`src/hdl/mrc_pkg.sv`:
```
// Package: item types, codes, register indexes and reset values for the report coalescer.
package mrc_pkg;

  localparam int GAP_BITS_DEFAULT = 16;

  localparam int CFG_INDEX_W = 2;
  localparam int CFG_DATA_W  = 8;

  typedef enum logic [CFG_INDEX_W-1:0] {
    REG_BATCH_LIMIT       = 2'd0,
    REG_WINDOW_MS         = 2'd1,
    REG_FAST_GAP_MS       = 2'd2,
    REG_FAST_COUNT_NEEDED = 2'd3
  } reg_index_t;

  localparam logic [3:0] BATCH_LIMIT_RESET       = 4'd7;
  localparam logic [7:0] WINDOW_MS_RESET         = 8'd11;
  localparam logic [7:0] FAST_GAP_MS_RESET       = 8'd6;
  localparam logic [3:0] FAST_COUNT_NEEDED_RESET = 4'd5;

  localparam logic [3:0] RUN_MAX    = 4'hF;
  localparam logic [3:0] FILL_MAX   = 4'hF;
  localparam logic [7:0] WINDOW_MAX = 8'hFF;

  typedef enum logic {
    OP_REPORT = 1'b0,
    OP_TICK   = 1'b1
  } op_t;

  typedef enum logic [1:0] {
    KIND_PASS         = 2'd0,
    KIND_REPORT_FLUSH = 2'd1,
    KIND_WINDOW_FLUSH = 2'd2,
    KIND_REJECT       = 2'd3
  } kind_t;

  typedef struct packed {
    op_t               op;
    logic              link_up;
    logic [7:0]        button_bits;
    logic signed [15:0] move_x;
    logic signed [15:0] move_y;
    logic signed [7:0]  wheel_step;
    logic signed [7:0]  pan_step;
  } report_item_t;

  typedef struct packed {
    kind_t             kind;
    logic [7:0]        out_buttons;
    logic signed [15:0] out_x;
    logic signed [15:0] out_y;
    logic signed [7:0]  out_wheel;
    logic signed [7:0]  out_pan;
  } result_item_t;

  typedef struct packed {
    logic [3:0] batch_limit;
    logic [7:0] window_ms;
    logic [7:0] fast_gap_ms;
    logic [3:0] fast_count_needed;
  } cfg_t;

endpackage

```
`src/hdl/mrc_cfg_regs.sv`:
```
// Configuration register file with plain write port.
module mrc_cfg_regs import mrc_pkg::*; (
  input  logic                   clk,
  input  logic                   rst,
  input  logic                   cfg_en,
  input  logic [CFG_INDEX_W-1:0] cfg_index,
  input  logic [CFG_DATA_W-1:0]  cfg_data,
  output cfg_t                   cfg
);

  always_ff @(posedge clk) begin
    if (rst) begin
      cfg.batch_limit       <= BATCH_LIMIT_RESET;
      cfg.window_ms         <= WINDOW_MS_RESET;
      cfg.fast_gap_ms       <= FAST_GAP_MS_RESET;
      cfg.fast_count_needed <= FAST_COUNT_NEEDED_RESET;
    end else if (cfg_en) begin
      unique case (reg_index_t'(cfg_index))
        REG_BATCH_LIMIT:       cfg.batch_limit       <= cfg_data[3:0];
        REG_WINDOW_MS:         cfg.window_ms         <= cfg_data[7:0];
        REG_FAST_GAP_MS:       cfg.fast_gap_ms       <= cfg_data[7:0];
        REG_FAST_COUNT_NEEDED: cfg.fast_count_needed <= cfg_data[3:0];
        default: ;
      endcase
    end
  end

endmodule

```
`config.mk`:
```
export PLATFORM = sky130hd
export DESIGN_NAME = mrc_cfg_regs
export DESIGN_NICKNAME = d
export VERILOG_FILES = /design/src/hdl/mrc_pkg.sv /design/src/hdl/mrc_cfg_regs.sv
export SDC_FILE = /design/constraint.sdc
export NUM_CORES = 1
export LEC_CHECK = 0
export ABC_CLOCK_PERIOD_IN_PS = 1100
export BUFFER_PORTS_ARGS = -buffer_cell sky130_fd_sc_hd__buf_4
export CORE_UTILIZATION = 50
export CTS_BUF_LIST = sky130_fd_sc_hd__clkbuf_8
export DETAILED_ROUTE_END_ITERATION = 8
export PLACE_DENSITY = 0.81
export SLEW_MARGIN = 30
export SYNTH_ARGS = -nofsm -noshare
export SYNTH_HDL_FRONTEND = slang
export SYNTH_SLANG_ARGS = --single-unit
```
`constraint.sdc`:
```
create_clock -name clk -period 1.1 [get_ports clk]
set_clock_uncertainty 0.05 [all_clocks]
set_input_delay 0.165 -clock clk [delete_from_list [all_inputs] [get_ports clk]]
set_output_delay 0.165 -clock clk [all_outputs]
set_load 0.03 [all_outputs]
```
==> metrics.log <==
[metrics] largest registers: cfg x24
[metrics] count of distinct cell types in the synthesized netlist: 11
[metrics] top fanout value on the critical path: 2
[metrics] Pleak: roughly 0.61 nW
[metrics] number of top-level pins: 37
[metrics] maximum number of pins on one net before global-route repair: 37
[metrics] transition time at the pin with the least slew margin: 292.7 ps
[metrics] power consumption: about 1.9 mW
[metrics] CTS Hold Bufs: 0
[metrics] die area: between 2000 and 2500 sq um
[metrics] CP bufs+invs: 1
[metrics] Final TNS setup: 0 ps
[metrics] DP Worst Slack: -26.50 ps
[metrics] final count of hold timing violations: 0
[metrics] count of max-cap constraint violations: 0
[metrics] gpl congestion: 0.6953
[metrics] number of buffers on the longest clock path: 2
[metrics] clock edge transition at the registers on the reported setup and hold paths: ~90 ps
[metrics] core region area: approximately 1800 sq um
[metrics] number of warnings printed during yosys synthesis: 0
[metrics] arrival time worst endpoint: roughly 800 ps
[metrics] # diodes: 0
[metrics] via count of the first global-routing pass: between 700 and 800
[metrics] detailed placement HPWL: ~1.4 mm
[metrics] first-iteration detailed-routing DRC count: 9
[metrics] horizontal die dimension: 46.49 um
[metrics] routed wire length: roughly 1.9 mm
[metrics] critical path, cell by cell: buf_4
[metrics] achievable frequency: a little under 1000 MHz
[metrics] Biggest register: cfg
[metrics] Finish-stage setup viols: 0
[metrics] number of remaining DRC errors: 0
[metrics] outcome: finished clean
[metrics] compound-gate portion of the synthesized area: 0%
[metrics] post-synthesis xor/xnor area fraction: 0%
[metrics] kind of path behind the tightest hold check: in -> reg
[metrics] initial core utilization: a little under three fifths
[metrics] Final Max Slew Viols: 0
[metrics] multiplexer share of the synthesized area: between 20 and 25%
[metrics] startpoint type of the worst setup path: flip-flop
[metrics] final routed wire length divided by cell count: around 13 um
[metrics] Synth Cell Area: around 1000 sq um
[metrics] unrepaired setup endpoints after global routing: false
[metrics] synthesized-area fraction occupied by and/or/nand/nor cells: a little under a quarter
[metrics] crit end category: primary output
[metrics] grt total ovfl: 0
[metrics] worst path required time: between 800 and 900 ps
[metrics] aggregate global-route resource usage: between 20% and 30%
[metrics] die height: ~46 um
[metrics] vias post-DR: 760
[metrics] type of the worst setup path: reg -> out
[metrics] slowest stage cell, crit path: dfxtp_1
[metrics] number of antenna violations at the first check in global routing: 0
[metrics] part of the cycle the worst path needs: between 90% and 100%
[metrics] dominant combinational cell family by area after synthesis: multiplexers
[metrics] post-placement cell count: 150
[metrics] global-route wire length before repair: 3.118 mm
[metrics] TritonCTS Buffers: 3
[metrics] number of antenna-violating nets in the routed design: 0
[metrics] Worst VDD drop: just over 1 mV
[metrics] final critical path time including I/O delays and setup: approximately 1000 ps
[metrics] total power per unit cell area: roughly 1500 nW/um^2
[metrics] number of detailed-route iterations in the first pass: 4
[metrics] CP peak stage delay: roughly 360 ps
[metrics] number of standard cells in the layout, taps in and fillers out: approximately 150
[metrics] number of flip-flops in the largest register: 24
[metrics] CTS tree: built
[metrics] total clock sinks: 24
[metrics] Post-Synthesis Cells: between 90 and 100
[metrics] CP top delay family: flip-flops
[metrics] mean instance size in the synthesized netlist: ~10 sq um
[metrics] flop and latch count out of synthesis: 24
[metrics] count of port buffers added during placement: 36
[metrics] share of cells above drive strength 1: between 30% and 40%
[metrics] via/cell ratio: 4.935
[metrics] headroom to the max-slew limit: between 80% and 90%
[metrics] Post-Synth Adder-Cell Area: 0%
[metrics] area growth from synthesis to final layout: 33.88%
[metrics] clock latency at the later pin of the worst-skew pair: roughly 260 ps
[metrics] Post-CTS Setup Bufs: 0
[metrics] # H-tree levels: 1
[metrics] number of nets produced by synthesis: between 100 and 150
[metrics] root buffer cell: clkbuf_8
[metrics] sequential element share of the synthesized area: roughly half
[metrics] floorplan row count: 15
[metrics] number of gates given a new drive strength after cts: 0
[metrics] worst setup slack after layout: ~86 ps
[metrics] Post-layout nets: ~140
[power breakdown]
group / switching (mW) / internal (mW) / leakage [nW]
clock: 0.272 / 0.486 / 0.0357
combinational: 0.141 / 0.113 / 0.383
sequential: 0.0168 / 0.899 / 0.195
[stage by stage]
step | hold WS (ps) | util, % | instance area [sq um]
floorplan | 267.4 | - | 989.7
global placement | 390.2 | 70.32 | 1254
detailed placement | 403.1 | 70.32 | 1254
CTS | 131.8 | 74.32 | 1325
global route | 133.6 | 74.32 | 1325
finish | 127.8 | 74.32 | 1325
[cells in the mapped netlist, drive strengths merged]
master  number  share of area (%)
and3b        2                2.0
buf          4                2.7
clkbuf       3                1.1
dfxtp       24                 49
mux2i       24                 24
nand2b      22                 14
nand3        1               0.51
nand3b       1               0.76
nor2        14                5.3
or3b         1               0.89
[layer usage]
| metal | track usage [%] | share of wire, % | up-vias |
|---|---|---|---|
| met2 | 31.39 | 47 | 25 |
| li1 | - | - | 378 |
| met3 | 3.922 | 4.3 | 2 |
| met4 | 7.059 | 0.51 | 0 |
| met1 | 27.71 | 48 | 355 |
| met5 | 0 | 0 | - |
[worst paths after layout]
kind | from | endpoint | slack (ps) | depth (start not counted)
worst max-delay path | cfg[21] | cfg[21] | 90 | 1
worst min-delay path | cfg_data[3] | cfg[15] | 130 | 3
worst max register to register | cfg[22] | cfg[22] | 400 | 2
worst min register to register | cfg[19] | cfg[19] | 430 | 2
[cell families after synthesis]
| group | after synthesis |
|---|---|
| buf+inv | 7 |
| flops | 24 |
| mux | 24 |
| simple gates | 41 |
[cells in the final DEF (no fill, tap or decap), drive strengths merged]
cell type  netlist  final
and3b            2      2
buf              4     36
bufinv           0      1
clkbuf           3      3
dfxtp           24     24
mux2i           24     24
nand2b          22     22
nand3            1      1
nand3b           1      1
nor2            14     14
or3b             1      1
[area by class of cell]
type,instances,area [sq um]
clock buffers,3,41.29
clock inverters,1,30.03
fillers,135,457.9
multi-input cells,65,471.7
flip-flops and latches,24,480.5
well taps,25,31.28
repair buffers,36,270.3
(Power assumes the default switching activity.)
