==> src/hdl/mrc_pkg.sv <==
// Package: item types, codes, register indexes and reset values for the report coalescer.
package mrc_pkg;

  localparam int GAP_BITS_DEFAULT = 16;

  localparam int CFG_INDEX_W = 2;
  localparam int CFG_DATA_W  = 8;

  typedef enum logic [CFG_INDEX_W-1:0] {
    REG_BATCH_LIMIT       = 2'd0,
    REG_WINDOW_MS         = 2'd1,
    REG_FAST_GAP_MS       = 2'd2,
    REG_FAST_COUNT_NEEDED = 2'd3
  } reg_index_t;

  localparam logic [3:0] BATCH_LIMIT_RESET       = 4'd7;
  localparam logic [7:0] WINDOW_MS_RESET         = 8'd11;
  localparam logic [7:0] FAST_GAP_MS_RESET       = 8'd6;
  localparam logic [3:0] FAST_COUNT_NEEDED_RESET = 4'd5;

  localparam logic [3:0] RUN_MAX    = 4'hF;
  localparam logic [3:0] FILL_MAX   = 4'hF;
  localparam logic [7:0] WINDOW_MAX = 8'hFF;

  typedef enum logic {
    OP_REPORT = 1'b0,
    OP_TICK   = 1'b1
  } op_t;

  typedef enum logic [1:0] {
    KIND_PASS         = 2'd0,
    KIND_REPORT_FLUSH = 2'd1,
    KIND_WINDOW_FLUSH = 2'd2,
    KIND_REJECT       = 2'd3
  } kind_t;

  typedef struct packed {
    op_t               op;
    logic              link_up;
    logic [7:0]        button_bits;
    logic signed [15:0] move_x;
    logic signed [15:0] move_y;
    logic signed [7:0]  wheel_step;
    logic signed [7:0]  pan_step;
  } report_item_t;

  typedef struct packed {
    kind_t             kind;
    logic [7:0]        out_buttons;
    logic signed [15:0] out_x;
    logic signed [15:0] out_y;
    logic signed [7:0]  out_wheel;
    logic signed [7:0]  out_pan;
  } result_item_t;

  typedef struct packed {
    logic [3:0] batch_limit;
    logic [7:0] window_ms;
    logic [7:0] fast_gap_ms;
    logic [3:0] fast_count_needed;
  } cfg_t;

endpackage

==> src/hdl/mrc_core.sv <==
// Coalescer state and single-pass next-state/result logic.
module mrc_core import mrc_pkg::*; #(
  parameter int GAP_BITS = GAP_BITS_DEFAULT
) (
  input  logic         clk,
  input  logic         rst,
  input  cfg_t         cfg,
  input  logic         step,
  input  report_item_t item,
  output logic         res_valid,
  output result_item_t res
);

  localparam int CMP_W = (GAP_BITS > 8) ? GAP_BITS : 8;
  localparam logic [GAP_BITS-1:0] GAP_MAX = {GAP_BITS{1'b1}};

  logic                fast_mode, fast_mode_next;
  logic [3:0]          fast_run, fast_run_next;
  logic                seen_report, seen_report_next;
  logic [GAP_BITS-1:0] gap_ms, gap_ms_next;
  logic                timer_on, timer_on_next;
  logic [7:0]          window_count, window_count_next;
  logic [3:0]          batch_fill, batch_fill_next;
  logic [15:0]         sum_x, sum_x_next;
  logic [15:0]         sum_y, sum_y_next;
  logic [7:0]          sum_wheel, sum_wheel_next;
  logic [7:0]          sum_pan, sum_pan_next;
  logic [7:0]          held_buttons, held_buttons_next;

  logic [CMP_W-1:0] gap_ext, fast_gap_ext;

  assign gap_ext      = CMP_W'(gap_ms);
  assign fast_gap_ext = CMP_W'(cfg.fast_gap_ms);

  always_comb begin
    logic [7:0] wc_inc;
    logic [3:0] run_inc;
    logic       fm;
    logic       batch_full;

    fast_mode_next    = fast_mode;
    fast_run_next     = fast_run;
    seen_report_next  = seen_report;
    gap_ms_next       = gap_ms;
    timer_on_next     = timer_on;
    window_count_next = window_count;
    batch_fill_next   = batch_fill;
    sum_x_next        = sum_x;
    sum_y_next        = sum_y;
    sum_wheel_next    = sum_wheel;
    sum_pan_next      = sum_pan;
    held_buttons_next = held_buttons;
    res_valid         = 1'b0;
    res               = '0;
    wc_inc            = (window_count != WINDOW_MAX) ? window_count + 8'd1 : window_count;
    run_inc           = (fast_run != RUN_MAX) ? fast_run + 4'd1 : fast_run;
    fm                = fast_mode;
    batch_full        = (batch_fill >= cfg.batch_limit);

    if (item.op == OP_TICK) begin
      if (gap_ms != GAP_MAX) gap_ms_next = gap_ms + 1'b1;
      if (timer_on) begin
        window_count_next = wc_inc;
        if (wc_inc >= cfg.window_ms) begin
          window_count_next = '0;
          if ((sum_x | sum_y) != 16'd0 || (sum_wheel | sum_pan | held_buttons) != 8'd0) begin
            res_valid       = 1'b1;
            res.kind        = KIND_WINDOW_FLUSH;
            res.out_buttons = held_buttons;
            res.out_x       = sum_x;
            res.out_y       = sum_y;
            res.out_wheel   = sum_wheel;
            res.out_pan     = sum_pan;
            sum_x_next      = '0;
            sum_y_next      = '0;
            sum_wheel_next  = '0;
            sum_pan_next    = '0;
          end
        end
      end
    end else if (!item.link_up) begin
      // rejected: no state change, zero payload
      res_valid = 1'b1;
      res.kind  = KIND_REJECT;
    end else begin
      if (!fast_mode) begin
        if (seen_report) begin
          if (gap_ext < fast_gap_ext) begin
            fast_run_next = run_inc;
            if (run_inc >= cfg.fast_count_needed) fm = 1'b1;
          end else begin
            fast_run_next = '0;
          end
        end
        seen_report_next = 1'b1;
        gap_ms_next      = '0;
      end
      fast_mode_next = fm;

      if (!fm) begin
        res_valid       = 1'b1;
        res.kind        = KIND_PASS;
        res.out_buttons = item.button_bits;
        res.out_x       = item.move_x;
        res.out_y       = item.move_y;
        res.out_wheel   = item.wheel_step;
        res.out_pan     = item.pan_step;
      end else begin
        if (!timer_on) begin
          timer_on_next     = 1'b1;
          window_count_next = '0;
        end
        if (held_buttons != item.button_bits || batch_full) begin
          // flush: this report's motion is dropped
          res_valid         = 1'b1;
          res.kind          = KIND_REPORT_FLUSH;
          res.out_buttons   = item.button_bits;
          res.out_x         = sum_x;
          res.out_y         = sum_y;
          res.out_wheel     = sum_wheel;
          res.out_pan       = sum_pan;
          held_buttons_next = item.button_bits;
          if (batch_full) begin
            sum_x_next      = '0;
            sum_y_next      = '0;
            sum_wheel_next  = '0;
            sum_pan_next    = '0;
            batch_fill_next = '0;
          end
          window_count_next = '0;
        end else begin
          held_buttons_next = item.button_bits;
          sum_x_next        = sum_x + $unsigned(item.move_x);
          sum_y_next        = sum_y + $unsigned(item.move_y);
          sum_wheel_next    = sum_wheel + $unsigned(item.wheel_step);
          sum_pan_next      = sum_pan + $unsigned(item.pan_step);
          if (batch_fill != FILL_MAX) batch_fill_next = batch_fill + 4'd1;
        end
      end
    end
  end

  always_ff @(posedge clk) begin
    if (rst) begin
      fast_mode    <= 1'b0;
      fast_run     <= '0;
      seen_report  <= 1'b0;
      gap_ms       <= '0;
      timer_on     <= 1'b0;
      window_count <= '0;
      batch_fill   <= '0;
      sum_x        <= '0;
      sum_y        <= '0;
      sum_wheel    <= '0;
      sum_pan      <= '0;
      held_buttons <= '0;
    end else if (step) begin
      fast_mode    <= fast_mode_next;
      fast_run     <= fast_run_next;
      seen_report  <= seen_report_next;
      gap_ms       <= gap_ms_next;
      timer_on     <= timer_on_next;
      window_count <= window_count_next;
      batch_fill   <= batch_fill_next;
      sum_x        <= sum_x_next;
      sum_y        <= sum_y_next;
      sum_wheel    <= sum_wheel_next;
      sum_pan      <= sum_pan_next;
      held_buttons <= held_buttons_next;
    end
  end

endmodule

==> config.mk <==
export PLATFORM = sky130hd
export DESIGN_NAME = mrc_core
export DESIGN_NICKNAME = d
export VERILOG_FILES = /design/src/hdl/mrc_pkg.sv /design/src/hdl/mrc_core.sv
export SDC_FILE = /design/constraint.sdc
export NUM_CORES = 1
export LEC_CHECK = 0
export ABC_AREA = 1
export BUFFER_PORTS_ARGS = -buffer_cell sky130_fd_sc_hd__buf_4
export CAP_MARGIN = 10
export CORE_MARGIN = 2
export CORE_UTILIZATION = 48
export CTS_BUF_LIST = sky130_fd_sc_hd__clkbuf_8
export CTS_CLUSTER_DIAMETER = 80
export DETAILED_ROUTE_END_ITERATION = 8
export GPL_ROUTABILITY_DRIVEN = 0
export PLACE_DENSITY = 0.73
export SYNTH_ARGS = -nofsm -noshare
export SYNTH_HDL_FRONTEND = slang
export SYNTH_SLANG_ARGS = --single-unit
==> constraint.sdc <==
create_clock -name clk -period 2.8 [get_ports clk]
set_input_delay 0.56 -clock clk [delete_from_list [all_inputs] [get_ports clk]]
set_output_delay 0.56 -clock clk [all_outputs]
set_load 0.02 [all_outputs]
==> metrics.txt <==
Finished Layout Cells=1840; Final Worst Setup Slack=-0.872 ns; clk sinks=91; failing checks=negative setup slack; placed cells=1789; Synth Register Bits=91; Syn Nets=1573; final-stage net count=1770; sequential cell area=1830 um2; sequential element share of the synthesized area=22.0%; crit path time final=3.67 ns; Syn Inst Count=1413; ant diodes=0; Crit. End Element=output pin; CP dominant cell by count=nand2_2; slowest cell on the critical path=dfxtp_4; WP data arrival=3.11 ns; critical path depth=22; area fraction in compound gates after synthesis=9.77%; commonest register cell after synthesis=dfxtp_1; Row Count=48; Worst Reg2Reg Path Length in Cells=21; max-slew violation count=0; area of the multi-input gates=6390 um2; Vias=9521; largest family of logic cells by synthesized area=simple AND/OR/NAND/NOR gates; pin count of the biggest net entering global routing=39; CP Cell Sequence=ha_4, nand2_2, inv_2, nand4_1, nor2_2, inv_2, nand2_2, nand2_2, ha_4, inv_2, o21bai_1, nand2_2, nand2_2, nand2_2, nand3_2, nand3_4, o21ai_4, buf_6, clkbuf_16, nand2_2, nand2_2, buf_6; GRT Util Overall=25.7%; status=finished with violations; initial antenna violation count=0; XOR/XNOR share of the synthesized area=5.71%; initial core utilization=48.6%; clk_skew=0.0117 ns; Post-synth EDFFs=0; CP required=2.24 ns; global-route wire length before repair=38500 um; First-pass DRT Iterations=6; Yosys top cell area share=22.0%; dominant cells by area after synthesis=dfxtp_1, nand2_1, ha_1; num ports=144; number of fill cells in the layout=1505; clock transition at the registers of the reported paths=0.10 ns; unrepaired setup endpoints after global routing=true; remaining antenna violation count=0; Starting DRT DRC Count=550; max_cap viols=0; share of synthesized cell area in full adder, half adder and majority cells=11.7%; CTS tree=built; DRC violations left=0; crit path max fanout=4; Die Area=18300 um2; Root Driver=clkbuf_8; Post-synth top cells=nand2_1, nor2_1, inv_1; area delta synth->final=40.9%; WP buf/inv=6; clk buf depth=2; PD cells=266 nW/um2; Least-Margin Pin Slew=0.621 ns; peak supply drop=0.190 mV; CTS Buf Count=9; multiplexer share of the synthesized area=0.257%; Clk Latency, worst-skew pair=0.39 ns; Post-Synth Simple-Gate Area=40.2%; final hold violation count=0; Hold Crit Class=in -> reg; crit start category=register; vias in the first global route=8441; Yosys top cell by area=dfxtp_1; routed wire length=26100 um; period utilization=131%; Synth cell types=41; DR vias/cell=5.17; Lkg Pwr=6.49 nW; hpwl dp=17500 um; Final Cell Area=11700 um2; share of cells above drive strength 1=26.6%; Mean Syn Cell Area=5.86 um2; Fmax=272 MHz; chip height=135 um; Worst Hold Depth=3; final setup TNS=-47.32 ns; Crit path max-delay family=simple AND/OR/NAND/NOR gates; CP peak stage delay=0.38 ns; drt wl/cell=14.2 um; synthesized cell area=8280 um2; type of the worst setup path=reg -> out; Post-synth ARST share=0%; die span in x=135 um; placed cell area=10200 um2; CORE AREA=17100 um2; Place WS=-0.436 ns; GRT Residual Overflow=0; Rel. slew slack=58.5%; Synthesis Warnings=0; H-tree levels=3; PortBufs=143; cell with the most instances after synthesis=nand2_1; Setup violations, final=67
[logic make-up after synthesis]
logic type               count (synthesis)
AND/OR/NAND/NOR                        831
adder cells (fa/ha/maj)                 75
flip-flops                              91
AO/OA/AOI/OAI                          147
multiplexers                             2
buffers and inverters                  213
XOR/XNOR                                54
[worst register-to-register path: stages (launching register included)]
cell      delay [ns]
dfxtp_4         0.38
ha_4            0.13
nand2_2         0.05
inv_2           0.05
nand4_1         0.10
nor2_2          0.22
inv_2           0.09
nand2_2         0.07
nand2_2         0.07
ha_4            0.27
inv_2           0.03
o21bai_1        0.17
nand2_2         0.08
nand2_2         0.06
nand2_2         0.06
nand4_1         0.11
nand2_1         0.08
inv_2           0.12
nand3_4         0.16
buf_12          0.22
nor2_1          0.17
nor2_1          0.07
[power breakdown]
part | switching, W | internal, W
combinational | 0.000412 | 0.000326
sequential | 0.0000125 | 0.00130
clock | 0.000541 | 0.000509
[sequential cells by signal, summed over array words and instances, names as in the netlist, 4 cells and up]
register	count
window_count	8
sum_x	16
batch_fill	4
fast_run	4
sum_y	16
sum_wheel	8
sum_pan	8
gap_ext	16
held_buttons	8
[cell usage in the layout, fill, tap and decap left out, types with 6 or more instances in the layout]
cell type and instances:
clkbuf_16 10, nand2_2 84, xnor2_1 19, inv_2 8
nand3_1 62, dfxtp_1 87, clkbuf_8 9, o21bai_1 11
nor3_1 14, buf_4 140, o21ai_4 8, nand2_1 356
o21ai_0 17, nor2_2 9, nand3_2 8, nand2_4 42
inv_1 162, a21oi_1 83, nor2_1 227, a31oi_1 6
xor2_1 35, buf_12 11, nand4_1 14, ha_1 67
buf_6 62
[layer usage]
layer,global-route usage [%],vias up,share of wire [%]
met5,0,-,0
met4,8.16,0,2.7
met3,2.69,53,5.2
met2,46.4,308,50
met1,32.0,4334,42
li1,-,4826,-
[path summary, 6_finish.rpt]
check | start | end | slack [ns]
setup / recovery | window_count[0] | res[0] | -0.87
hold reg to reg | gap_ext[15] | gap_ext[15] | 0.50
setup reg to reg | window_count[0] | sum_pan[6] | -0.06
hold / removal | item[49] | held_buttons[1] | 0.47
[final cells by class]
type                    instances  share of cell area [%]
clock buffers                   9                    1.06
clock inverters                 7                   0.869
inverters                     172                    5.57
repair buffers                226                    19.6
well taps                     225                    2.41
multi-input cells            1110                    54.8
flip-flops and latches         91                    15.7
[through the flow]
stage / total power, W / hold WS [ns] / util, %
finish: 0.00310 / 0.471 / 68.4
global route: 0.00324 / 0.492 / 68.4
CTS: 0.00304 / 0.475 / 63.8
detailed placement: 0.00197 / 0.479 / 59.7
global placement: 0.00196 / 0.471 / 59.7
floorplan: 0.00171 / 0.457 / -
[timing repair]
action | CTS | global route
pin swaps | 10 | 53
hold buffers | 0 | 0
setup buffers | 14 | 13
gates resized for setup | 71 | 148
gates cloned | 4 | 13
setup endpoints to repair | 59 | 126
Power figures use the tool's default switching activity.
